### config.mk
export PLATFORM = sky130hd
export DESIGN_NAME = ssa_ctrl
export DESIGN_NICKNAME = d
export VERILOG_FILES = /design/src/sv/ssa_pkg.sv /design/src/sv/ssa_ctrl.sv
export SDC_FILE = /design/constraint.sdc
export NUM_CORES = 1
export LEC_CHECK = 0
export BUFFER_PORTS_ARGS = -buffer_cell sky130_fd_sc_hd__clkbuf_2
export CAP_MARGIN = 25
export CORE_AREA = 2 2 39 41
export DETAILED_ROUTE_END_ITERATION = 10
export DIE_AREA = 0 0 41 43
export PLACE_DENSITY = 0.5
export SETUP_SLACK_MARGIN = 0.02
export SYNTH_ARGS = -nofsm -noshare
export SYNTH_HDL_FRONTEND = slang
export SYNTH_SLANG_ARGS = --single-unit
### constraint.sdc
create_clock -name aclk -period 1.4 [get_ports aclk]
set_input_delay 0.07 -clock aclk [delete_from_list [all_inputs] [get_ports aclk]]
set_output_delay 0.07 -clock aclk [all_outputs]
set_load 0.05 [all_outputs]
### src/sv/ssa_pkg.sv
// ============================================================================
// ssa_pkg: shared types and constants for the spare sector allocator
// Holds the sizes, status and register codes, the controller state type and
// the command and status structs between the controller and the datapath.
// ============================================================================
package ssa_pkg;

    // Sizes of the stores.
    localparam int SPARE_SECTORS = 4096;
    localparam int RING_DEPTH    = 64;
    localparam int SEARCH_LIMIT  = 1000;

    // Derived widths.
    localparam int MAP_AW  = $clog2(SPARE_SECTORS);
    localparam int RING_AW = $clog2(RING_DEPTH);
    localparam int FILL_W  = $clog2(RING_DEPTH + 1);
    localparam int LOOK_W  = $clog2(SEARCH_LIMIT + 1);
    localparam int CNT_W   = 13;
    localparam int ADDR_W  = 48;
    localparam int STAT_W  = 2;
    localparam int CFG_IDX_W = 2;

    // Request types.
    localparam logic REQ_ALLOC = 1'b0;
    localparam logic REQ_MARK  = 1'b1;

    // Result status codes.
    localparam logic [STAT_W-1:0] STAT_RING      = 2'd0;
    localparam logic [STAT_W-1:0] STAT_REFILL    = 2'd1;
    localparam logic [STAT_W-1:0] STAT_EXHAUSTED = 2'd2;
    localparam logic [STAT_W-1:0] STAT_MARK      = 2'd3;

    // Configuration register indexes.
    localparam logic [CFG_IDX_W-1:0] CFG_SPARE_BASE  = 2'd0;
    localparam logic [CFG_IDX_W-1:0] CFG_SPARE_COUNT = 2'd1;

    // Reset value of spare_count.
    localparam logic [CNT_W-1:0] SPARE_COUNT_RESET = CNT_W'(4096);

    // Controller states.
    typedef enum logic [2:0] {
        ST_CLEAR,
        ST_IDLE,
        ST_EXEC,
        ST_POP,
        ST_SCAN_START,
        ST_SCAN,
        ST_POP_REFILL,
        ST_OUT
    } state_t;

    // Commands from the controller to the datapath.
    typedef struct packed {
        logic clear_step;
        logic load_req;
        logic do_mark;
        logic pop;
        logic pop_refill;
        logic scan_start;
        logic scan_step;
        logic scan_end;
        logic out_load;
    } ssa_cmd_t;

    // Status from the datapath to the controller.
    typedef struct packed {
        logic clear_last;
        logic req_mark;
        logic ring_empty;
        logic scan_more;
        logic out_free;
    } ssa_sts_t;

endpackage

### src/sv/ssa_ctrl.sv
// ============================================================================
// ssa_ctrl: controller of the spare sector allocator
// Sequences the clearing pass, the request decode, the ring pop, the bitmap
// scan that refills the ring, and the hand-off to the output register.
// ============================================================================
module ssa_ctrl (
    input  logic              aclk,
    input  logic              aresetn,
    input  logic              s_valid,
    output logic              s_ready,
    input  ssa_pkg::ssa_sts_t sts,
    output ssa_pkg::ssa_cmd_t cmd
);

    ssa_pkg::state_t state_reg;
    ssa_pkg::state_t state_next;

    // State register.
    always_ff @(posedge aclk) begin
        if (!aresetn) begin
            state_reg <= ssa_pkg::ST_CLEAR;
        end else begin
            state_reg <= state_next;
        end
    end

    // Next state.
    always_comb begin
        state_next = state_reg;
        unique case (state_reg)
            ssa_pkg::ST_CLEAR: begin
                if (sts.clear_last) state_next = ssa_pkg::ST_IDLE;
            end
            ssa_pkg::ST_IDLE: begin
                if (s_valid) state_next = ssa_pkg::ST_EXEC;
            end
            ssa_pkg::ST_EXEC: begin
                priority if (sts.req_mark) begin
                    state_next = ssa_pkg::ST_OUT;
                end else if (!sts.ring_empty) begin
                    state_next = ssa_pkg::ST_POP;
                end else begin
                    state_next = ssa_pkg::ST_SCAN_START;
                end
            end
            ssa_pkg::ST_POP: begin
                state_next = ssa_pkg::ST_OUT;
            end
            ssa_pkg::ST_SCAN_START: begin
                state_next = ssa_pkg::ST_SCAN;
            end
            ssa_pkg::ST_SCAN: begin
                // The ring was empty, so an exit with an empty ring means nothing was found.
                if (!sts.scan_more) begin
                    state_next = sts.ring_empty ? ssa_pkg::ST_OUT : ssa_pkg::ST_POP_REFILL;
                end
            end
            ssa_pkg::ST_POP_REFILL: begin
                state_next = ssa_pkg::ST_OUT;
            end
            ssa_pkg::ST_OUT: begin
                if (sts.out_free) state_next = ssa_pkg::ST_IDLE;
            end
            default: begin
                state_next = ssa_pkg::ST_CLEAR;
            end
        endcase
    end

    // Commands.
    always_comb begin
        cmd     = '0;
        s_ready = 1'b0;
        unique case (state_reg)
            ssa_pkg::ST_CLEAR: begin
                cmd.clear_step = 1'b1;
            end
            ssa_pkg::ST_IDLE: begin
                s_ready      = 1'b1;
                cmd.load_req = s_valid;
            end
            ssa_pkg::ST_EXEC: begin
                cmd.do_mark = sts.req_mark;
            end
            ssa_pkg::ST_POP: begin
                cmd.pop = 1'b1;
            end
            ssa_pkg::ST_SCAN_START: begin
                cmd.scan_start = 1'b1;
            end
            ssa_pkg::ST_SCAN: begin
                cmd.scan_step = sts.scan_more;
                cmd.scan_end  = !sts.scan_more;
            end
            ssa_pkg::ST_POP_REFILL: begin
                cmd.pop        = 1'b1;
                cmd.pop_refill = 1'b1;
            end
            ssa_pkg::ST_OUT: begin
                cmd.out_load = sts.out_free;
            end
            default: begin
                cmd = '0;
            end
        endcase
    end

endmodule

; ---- After elaboration in Yosys (flattened, before gate mapping)
; Index checks and enable logic that the tools add are counted.
; Widths: inputs -> output; s select.
[totals]
ram_bits = 0
regBits = 3
rom_bits = 0
out_inout_bits = 10
memories = 0
in_bits = 8
latch_bits = 0
word_cells = 33
[op_classes]
muxes = 17
n_shift = 0
magnitude_cmp = 0
mul = 0
div_mod_pow = 0
reduce_logical = 4
n_bitwise = 0
n_eq_ne = 11
addsub = 0
[ops]
columns = cell, n
row1 = $pmux 3 s7, 1
row2 = $mux 3, 6
row3 = $eq 3x3->1 const B, 4
row4 = $mux 1, 9
row5 = $ne 2x2->1 const B, 4
row6 = $eq 3x2->1 const B, 2
row7 = $reduce_and 4->1, 1
row8 = $eq 3x1->1 const B, 1
row9 = $logic_not 3->1, 1
row10 = $mux 2, 1
row11 = $reduce_or 2->1, 1
row12 = $logic_not 1->1, 1

; ---- Depth between registers and ports, before layout
; Gate-level depths: netlist (run 1).
[logic_depth]
depth_word = 3
ltp_mapped = 4
ltp_nobuf = 3

; ---- Least setup slack after synthesis (run 1)
; OpenSTA, ideal clock, no wires.
[synth_path]
path_kind = register -> output
startpoint = reg state_reg[1]
endpoint = out cmd[6] in the netlist's numbering
setup_slack_ps = -851
arrival_ps = 2181
stages_incl_launch_ff = 4
path_buffers = 1
required_time_ps = 1330
cell_sequence = dfxtp_1 buf_6 inv_1 nor4b_1
[synth_rtl]
columns = item, line_no
row1 = from (decl), ssa_ctrl.sv:15  ; ssa_pkg::state_t state_reg;
row2 = from (signal assigned), ssa_ctrl.sv:21  ; state_reg <= ssa_pkg::ST_CLEAR;
row3 = from (signal assigned), ssa_ctrl.sv:23  ; state_reg <= state_next;
row4 = to (decl), ssa_ctrl.sv:12  ; output ssa_pkg::ssa_cmd_t cmd

==> results of run 1 <==
[synth_stat cells (2+ instances only)]
library cell | number | area (um^2)
nand3_1 | 2 | 10.0
nor3_1 | 5 | 25.0
inv_1 | 4 | 15.0
nor2_1 | 3 | 11.3
buf_4 | 2 | 15.0
nand2_1 | 3 | 11.3
dfxtp_1 | 3 | 60.1
[layout make-up]
| cell class | instances | area [um^2] | share of cell area [%] |
|---|---|---|---|
| Clock buffer | 4 | 26.3 | 6.33 |
| Tap cell | 16 | 20.0 | 4.82 |
| Multi-Input combinational cell | 26 | 176 | 42.5 |
| Inverter | 4 | 15.0 | 3.61 |
| Sequential cell | 3 | 62.6 | 15.1 |
| Timing Repair Buffer | 19 | 115 | 27.7 |
[power by group]
| part | leakage [nW] | total [mW] | internal (mW) | switching (mW) |
|---|---|---|---|---|
| combinational | 0.144 | 0.178 | 0.0578 | 0.120 |
| sequential | 0.0254 | 0.120 | 0.0966 | 0.0230 |
| clock | 0.0150 | 0.161 | 0.107 | 0.0533 |
[stage by stage]
step,cells,util [%],hold slack (ns),setup slack [ns]
after floorplan,36,-,0.248,-0.325
after global placement,68,26.9,0.367,0.113
after detailed placement,68,26.9,0.369,0.0853
after CTS,72,29.5,0.106,0.00864
after global routing,72,30.0,0.124,0.00177
final,72,30.0,0.111,0.0711
[how the worst max path moves through the flow]
stage,end,cells after the start
floorplan,cmd[2],3
global placement,cmd[0],3
detailed placement,cmd[0],3
CTS,cmd[0],3
global route,cmd[0],3
finish,cmd[0],3
[per-layer routing]
layer	GRT usage [%]	vias to the layer above	routed length (um)
li1	-	170	-
met1	11.1	138	358
met2	13.1	13	340
met3	5.76	3	69
met4	10.0	0	25
met5	0	-	0
[worst min-delay path, cell delays in order]
cell,delay [ns]
clkbuf_2,0.08
inv_1,0.11
a211oi_2,0.04
[timing repair]
action | in CTS | in global routing
pin swaps | 0 | 0
setup buffers | 0 | 0
cloned | 0 | 0
setup endpoints to repair | 8 | 3
gates resized for setup | 5 | 6
[cell families (layout without fill, tap and decap cells)]
kind of cell | Yosys count | in the layout | share of synthesized area (%)
AOI/OAI and AO/OA | 6 | 6 | 21.7
buffers and inverters | 7 | 27 | 15.2
xor gates and xnor gates | 1 | 1 | 3.23
and+or+nand+nor | 19 | 19 | 37.8
DFF | 3 | 3 | 22.1
==> results.sh, run 1 <==
export IMPL_clock_latency_ns=0.24
export IMPL_n_fill_cell=156
export IMPL_ys_seq_elements=3
export IMPL_fin_crit_sh_pct=94.9
export IMPL_rows=14
export IMPL_final_nets=65
export IMPL_yosysWarnings=0
export IMPL_finalClockSkew_ns=0.00448
export IMPL_vias=324
export IMPL_postCtsHoldBufs=0
export IMPL_die_area_um2=1760
export IMPL_tritoncts="yes"
export IMPL_hold_class="primary input to register"
export IMPL_grt_pass1_wl_um=1170
export IMPL_critPathCaptureType="primary output"
export IMPL_die_y_um=43
export IMPL_synth_area_um2=272
export IMPL_slowest_stage="dfxtp_2"
export IMPL_ant_nets=0
export IMPL_ff2ff_setup_slack_ns=0.31
export IMPL_synthArstFlopShare_pct=0
export IMPL_syn_to_final_growth_pct=53.0
export IMPL_cts_root_buf="clkbuf_4"
export IMPL_cts_clk_slew_worst_paths_ns=0.04
export IMPL_synth_edf_count=0
export IMPL_slew_limit_headroom_pct=78.9
export IMPL_wire_per_inst_um=11.0
export IMPL_final_cell_mix="11 x clkbuf_2, 9 x clkbuf_4, 5 x nor3_1"
export IMPL_r2r_worst_path_cells=4
export IMPL_synth_distinct_cells=21
export IMPL_min_from="aresetn"
export IMPL_cp_data_arrival_time_ns=1.26
export IMPL_finalCriticalPeriod_ns=1.33
export IMPL_hold_violations=0
export IMPL_dieWidth_um=41
export IMPL_htree_levels=1
export IMPL_ios=18
export IMPL_avgViaCountPerCell=4.50
export IMPL_cts_sinks=3
export IMPL_slew_viol_final=0
export IMPL_drt_iter0_drc=1
export IMPL_critPathMaxStageDelay_ns=0.48
export IMPL_cp_top_family="flip-flops"
export IMPL_ir_worst_vdd_mv=0.276
export IMPL_whs_path_depth=3
export IMPL_min_to="state_reg[2]$_SDFFE_PN0P_"
export IMPL_leakage_nw=0.185
export IMPL_fin_tns_setup_ns=0
export IMPL_setup_viol=0
export IMPL_cp_num_buf_inv=1
export IMPL_cts_buffers=3
export IMPL_grt_util_all_layers_pct=10.3
export IMPL_status="completed"
export IMPL_rsz0062_at_grt="yes"
export IMPL_syn_nets=44
export IMPL_grt_max_degree=16
export IMPL_io_buffers=17
export IMPL_grt_pass1_vias=304
export IMPL_total_power_mw=0.458
export IMPL_crit_chain="nand3_1 > nor2_2 > clkbuf_4"
export IMPL_drc=0
export IMPL_cp_start_kind="register"
export IMPL_regToRegEndpoint="state_reg[1]$_SDFFE_PN0P_"
export IMPL_cap_violations=0
export IMPL_critPathLaunch="state_reg[0]$_SDFFE_PN0P_"
export IMPL_r2r_start="state_reg[2]$_SDFFE_PN0P_"
export IMPL_wl_um=793
export IMPL_fin_area_um2=415
export IMPL_gp_congestion=0.727
export IMPL_layout_commonest_cell="clkbuf_2"
export IMPL_antenna_found_initial=0
export IMPL_placed_cell_area_um2=372
export IMPL_initial_utilization_pct=19.6
export IMPL_cts_path_max_buffers=2
export IMPL_core_um2=1380
export IMPL_fmax_mhz=752
export IMPL_synth_seq_area_share_pct=22.1
export IMPL_dp_hpwl_um=592
export IMPL_largest_reg_flops=3
export IMPL_firstDrtPassIters=2
export IMPL_synth_ff_type="dfxtp_1"
export IMPL_critPathKind="register to primary output"
export IMPL_powerDensity_nw_per_um2=1100
export IMPL_num_antenna_cells=0
export IMPL_gr_total_overflow=0
export IMPL_syn_area_per_cell_um2=7.54
export IMPL_drive_above_1_share_pct=51.8
export IMPL_cp_required_ns=1.33
export IMPL_syn_inst=36
export IMPL_crit_fanout=15
export IMPL_worstMarginPinSlew_ns=0.313
Power figures use the tool's default switching activity.
==> run 2, diff against run 1 <==
clock period = 1.3 ns   (was 1.4 ns; I/O delays follow)
==> run 2 against run 1 <==
Effect of this change:
- clock power about the same
- final area increased by 27%
- register-to-register slack got worse by 0.07 ns
- clock skew decreased by 0.0035 ns
- total power increased by 17%
- global-route usage increased by 0.32 points
- combinational power increased by 37%
- die area unchanged
- via count increased by 11%
- clock-buffer cell count unchanged
- setup slack got worse by 0.028 ns
- sequential share of layout area decreased by 2.5 points
- critical endpoint is now cmd[6]
==> results.sh, run 2 (synthesized netlist as in run 1, its figures left out) <==
export IMPL_status="completed"
export IMPL_wire_per_inst_um=11.5
export IMPL_hold_violations=0
export IMPL_cp_start_kind="register"
export IMPL_grt_max_degree=14
export IMPL_drive_above_1_share_pct=67.8
export IMPL_initial_utilization_pct=19.6
export IMPL_grt_pass1_wl_um=1260
export IMPL_hold_class="primary input to register"
export IMPL_cp_required_ns=1.24
export IMPL_avgViaCountPerCell=4.80
export IMPL_setup_viol=0
export IMPL_cts_path_max_buffers=2
export IMPL_htree_levels=1
export IMPL_slew_viol_final=0
export IMPL_worstMarginPinSlew_ns=0.331
export IMPL_crit_fanout=7
export IMPL_fin_tns_setup_ns=0
export IMPL_cp_top_family="flip-flops"
export IMPL_finalCriticalPeriod_ns=1.26
export IMPL_critPathCaptureType="primary output"
export IMPL_cap_violations=0
export IMPL_ir_worst_vdd_mv=0.384
export IMPL_cp_data_arrival_time_ns=1.19
export IMPL_syn_to_final_growth_pct=94.5
export IMPL_cp_num_buf_inv=2
export IMPL_powerDensity_nw_per_um2=1020
export IMPL_clock_latency_ns=0.23
export IMPL_core_um2=1380
export IMPL_critPathKind="register to primary output"
export IMPL_postCtsHoldBufs=0
export IMPL_finalClockSkew_ns=0.00101
export IMPL_io_buffers=17
export IMPL_cts_sinks=3
export IMPL_final_nets=68
export IMPL_fin_cells=75
export IMPL_drc=0
export IMPL_tritoncts="yes"
export IMPL_cts_root_buf="clkbuf_4"
export IMPL_placed_cell_area_um2=435
export IMPL_layout_commonest_cell="clkbuf_2"
export IMPL_die_y_um=43
export IMPL_antenna_found_initial=0
export IMPL_firstDrtPassIters=4
export IMPL_fin_crit_sh_pct=96.7
export IMPL_ios=18
export IMPL_gr_total_overflow=0
export IMPL_n_fill_cell=139
export IMPL_vias=360
export IMPL_num_antenna_cells=0
export IMPL_numPlacedInstances=71
export IMPL_gp_congestion=0.820
export IMPL_slowest_stage="dfxtp_2"
export IMPL_slew_limit_headroom_pct=77.7
export IMPL_cts_clk_slew_worst_paths_ns=0.04
export IMPL_ant_nets=0
export IMPL_grt_util_all_layers_pct=10.6
export IMPL_crit_chain="buf_6 > nor4b_4 > buf_12"
export IMPL_wl_um=861
export IMPL_critPathMaxStageDelay_ns=0.32
export IMPL_grt_pass1_vias=284
export IMPL_drt_iter0_drc=6
export IMPL_postCtsSetupBuffers=0
export IMPL_r2r_worst_path_cells=4
export IMPL_final_util_pct=38.2
export IMPL_fin_area_um2=528
export IMPL_rows=14
export IMPL_fmax_mhz=795
export IMPL_hold_slack_ns=0.118
export IMPL_whs_path_depth=3
export IMPL_final_cell_mix="8 x clkbuf_2, 7 x clkbuf_4, 5 x buf_4"
export IMPL_die_area_um2=1760
export IMPL_largest_reg_flops=3
export IMPL_cts_buffers=3
export IMPL_leakage_nw=0.221
export IMPL_cp_depth=3
export IMPL_dieWidth_um=41
export IMPL_rsz0062_at_grt="yes"
-- run 2: changes by cell type in the layout (fill, tap and decap cells not counted), moves of 2 or more --
cell      delta
buf_4        +3
clkbuf_2     -3
clkbuf_4     -2
inv_1        -2
inv_2        +2
nor3_1       -4
nor3_2       +3
-- run 2: power by group --
group / internal (mW) / leakage [nW] / total, mW / switching, mW
clock network: 0.115 / 0.0150 / 0.164 / 0.0491
logic: 0.0935 / 0.180 / 0.243 / 0.150
registers: 0.105 / 0.0261 / 0.130 / 0.0246
total: 0.314 / 0.221 / 0.537 / 0.223
-- run 2: path summary, 6_finish.rpt --
kind	start	to	slack (ns)
worst min register to register	state_reg[0]$_SDFFE_PN0P_	state_reg[1]$_SDFFE_PN0P_	0.62
worst max-delay path	state_reg[2]$_SDFFE_PN0P_	cmd[6]	0.04
worst max register to register	state_reg[1]$_SDFFE_PN0P_	state_reg[0]$_SDFFE_PN0P_	0.24
worst min-delay path	aresetn	state_reg[0]$_SDFFE_PN0P_	0.12
-- run 2: metrics by stage --
step                      power, mW  setup WS (ns)
after CTS                     0.528         0.0178
final                         0.537         0.0427
after global placement        0.347         0.0858
after floorplan               0.288         -0.293
after global routing          0.579        -0.0120
after detailed placement      0.347         0.0466
-- run 2: worst register-to-register path: stages, from the launching register on --
cell	delay, ns
dfxtp_2	0.37
buf_4	0.14
nand2_2	0.04
o32ai_1	0.27
a2111oi_2	0.11
-- run 2: area by class of cell --
class / instances / area, um^2 / share of cell area [%]
sequential: 3 / 66.3 / 12.6
clock buffer: 4 / 26.3 / 4.98
multi-input combinational: 26 / 228 / 43.1
timing repair buffer: 22 / 173 / 32.7
tap: 16 / 20.0 / 3.79
inverter: 4 / 15.0 / 2.84
-- run 2: repair_timing --
action,in CTS,in global routing
gates cloned,0,0
endpoints found under the setup margin,10,10
pin swaps,1,2
gates resized for setup,11,14
-- run 2: routing by layer --
layer | global-route usage [%] | wire [um] | part of all wire [%]
met1 | 14.4 | 372 | 43
met2 | 13.8 | 401 | 47
met3 | 4.19 | 74 | 8.6
met4 | 6.00 | 12 | 1.4
met5 | 0 | 0 | 0
==> run 3, diff against run 2 <==
PLACE_DENSITY = 0.42   (was 0.5)
==> run 3 against run 2 <==
Effect of this change:
- setup slack better by 0.010 ns
- sequential power shrank 6%
- final area is 4.0% lower
- worst hold slack improved by 0.0045 ns
- critical path depth increased by 1
- combinational power barely moved
==> results.sh, run 3 (synthesized netlist as in run 1, its figures left out) <==
export IMPL_multiInputGateArea_um2=203
export IMPL_largest_reg_flops=3
export IMPL_dieWidth_um=41
export IMPL_drt_iter0_drc=4
export IMPL_critPathKind="register to primary output"
export IMPL_die_y_um=43
export IMPL_avgViaCountPerCell=4.79
export IMPL_finalClockSkew_ns=0.00262
export IMPL_grt_pass1_wl_um=1370
export IMPL_cap_violations=0
export IMPL_cts_root_buf="clkbuf_4"
export IMPL_fmax_mhz=802
export IMPL_finalCriticalPeriod_ns=1.25
export IMPL_postCtsSetupBuffers=0
export IMPL_grt_max_degree=10
export IMPL_htree_levels=1
export IMPL_hold_class="primary input to register"
export IMPL_rsz0062_at_grt="yes"
export IMPL_crit_fanout=5
export IMPL_rows=14
export IMPL_hold_violations=0
export IMPL_cp_start_kind="register"
export IMPL_vias=369
export IMPL_cts_buffers=3
export IMPL_placed_cell_area_um2=435
export IMPL_final_util_pct=36.6
export IMPL_grt_util_all_layers_pct=11.6
export IMPL_final_nets=70
export IMPL_dp_hpwl_um=603
export IMPL_tritoncts="yes"
export IMPL_cts_sinks=3
export IMPL_clock_latency_ns=0.24
export IMPL_slowest_stage="dfxtp_2"
export IMPL_wl_um=849
export IMPL_drive_above_1_share_pct=65.6
export IMPL_final_cell_mix="11 x buf_4, 7 x clkbuf_2, 5 x clkbuf_4"
export IMPL_gr_total_overflow=0
export IMPL_slew_viol_final=0
export IMPL_cp_top_family="buffers and inverters"
export IMPL_fin_crit_sh_pct=95.9
export IMPL_num_antenna_cells=0
export IMPL_cp_data_arrival_time_ns=1.18
export IMPL_ff_latch_area_um2=66.3
export IMPL_ios=18
export IMPL_cp_num_buf_inv=3
export IMPL_die_area_um2=1760
export IMPL_ant_nets=0
export IMPL_leakage_nw=0.224
export IMPL_worstMarginPinSlew_ns=0.334
export IMPL_grt_pass1_vias=357
export IMPL_critPathCaptureType="primary output"
export IMPL_n_fill_cell=152
export IMPL_cts_path_max_buffers=2
export IMPL_gp_congestion=0.799
export IMPL_crit_chain="buf_4 > nand4bb_1 > inv_1 > clkbuf_8"
export IMPL_powerDensity_nw_per_um2=1050
export IMPL_core_um2=1380
export IMPL_cts_clk_slew_worst_paths_ns=0.04
export IMPL_slew_limit_headroom_pct=77.5
export IMPL_wire_per_inst_um=11.0
export IMPL_antenna_found_initial=0
export IMPL_syn_to_final_growth_pct=86.6
export IMPL_setup_viol=0
export IMPL_firstDrtPassIters=4
export IMPL_cp_required_ns=1.24
export IMPL_drc=0
export IMPL_layout_commonest_cell="buf_4"
export IMPL_status="completed"
export IMPL_io_buffers=17
export IMPL_critPathMaxStageDelay_ns=0.36
export IMPL_ir_worst_vdd_mv=0.581
export IMPL_initial_utilization_pct=19.6
export IMPL_fin_area_um2=507
## run 3: tightest hold or removal path: stages
cell and delay, ns:
clkbuf_2 0.08, inv_1 0.12, a2111oi_2 0.05
## run 3: final timing paths
path	from	to	slack (ns)	cells past startpoint
min	aresetn	state_reg[0]$_SDFFE_PN0P_	0.12	3
min reg2reg	state_reg[0]$_SDFFE_PN0P_	state_reg[1]$_SDFFE_PN0P_	0.60	2
max reg2reg	state_reg[2]$_SDFFE_PN0P_	state_reg[1]$_SDFFE_PN0P_	0.19	4
max	state_reg[2]$_SDFFE_PN0P_	cmd[1]	0.05	4
## run 3: metrics by stage
stage / hold WS (ns) / setup WS, ns / total power [mW] / setup TNS [ns] / cells
2_1_floorplan: 0.244 / -0.293 / 0.288 / -0.791 / 36
3_3_place_gp: 0.361 / 0.0814 / 0.353 / 0 / 73
3_5_place_dp: 0.357 / 0.115 / 0.349 / 0 / 73
4_1_cts: 0.110 / 0.0277 / 0.534 / 0 / 77
5_1_grt: 0.128 / -0.0213 / 0.566 / -0.0213 / 77
6_report: 0.123 / 0.0532 / 0.534 / 0 / 77
## run 3: layer usage
metal	routed length (um)	vias to the layer above	track usage (%)
met4	16	0	7.33
met1	349	167	14.8
met5	0	-	0
met3	69	2	6.28
met2	414	20	14.7
li1	-	180	-
## run 3: final cells by class
class,instances,area share [%]
inverters,4,2.96
clock buffers,4,5.19
repair buffers,24,34.8
well taps,16,3.95
multi-input cells,26,40.0
flip-flops and latches,3,13.1
## run 3: report_power, final
group,switching (mW),total [mW],internal (mW)
Sequential,0.0176,0.122,0.105
Combinational,0.151,0.243,0.0925
Clock,0.0527,0.168,0.115
Total,0.221,0.534,0.313
## run 3: timing repair
| action | in CTS | in global routing |
|---|---|---|
| hold buffers | 0 | 0 |
| endpoints found under the setup margin | 10 | 10 |
| resized for setup | 14 | 10 |
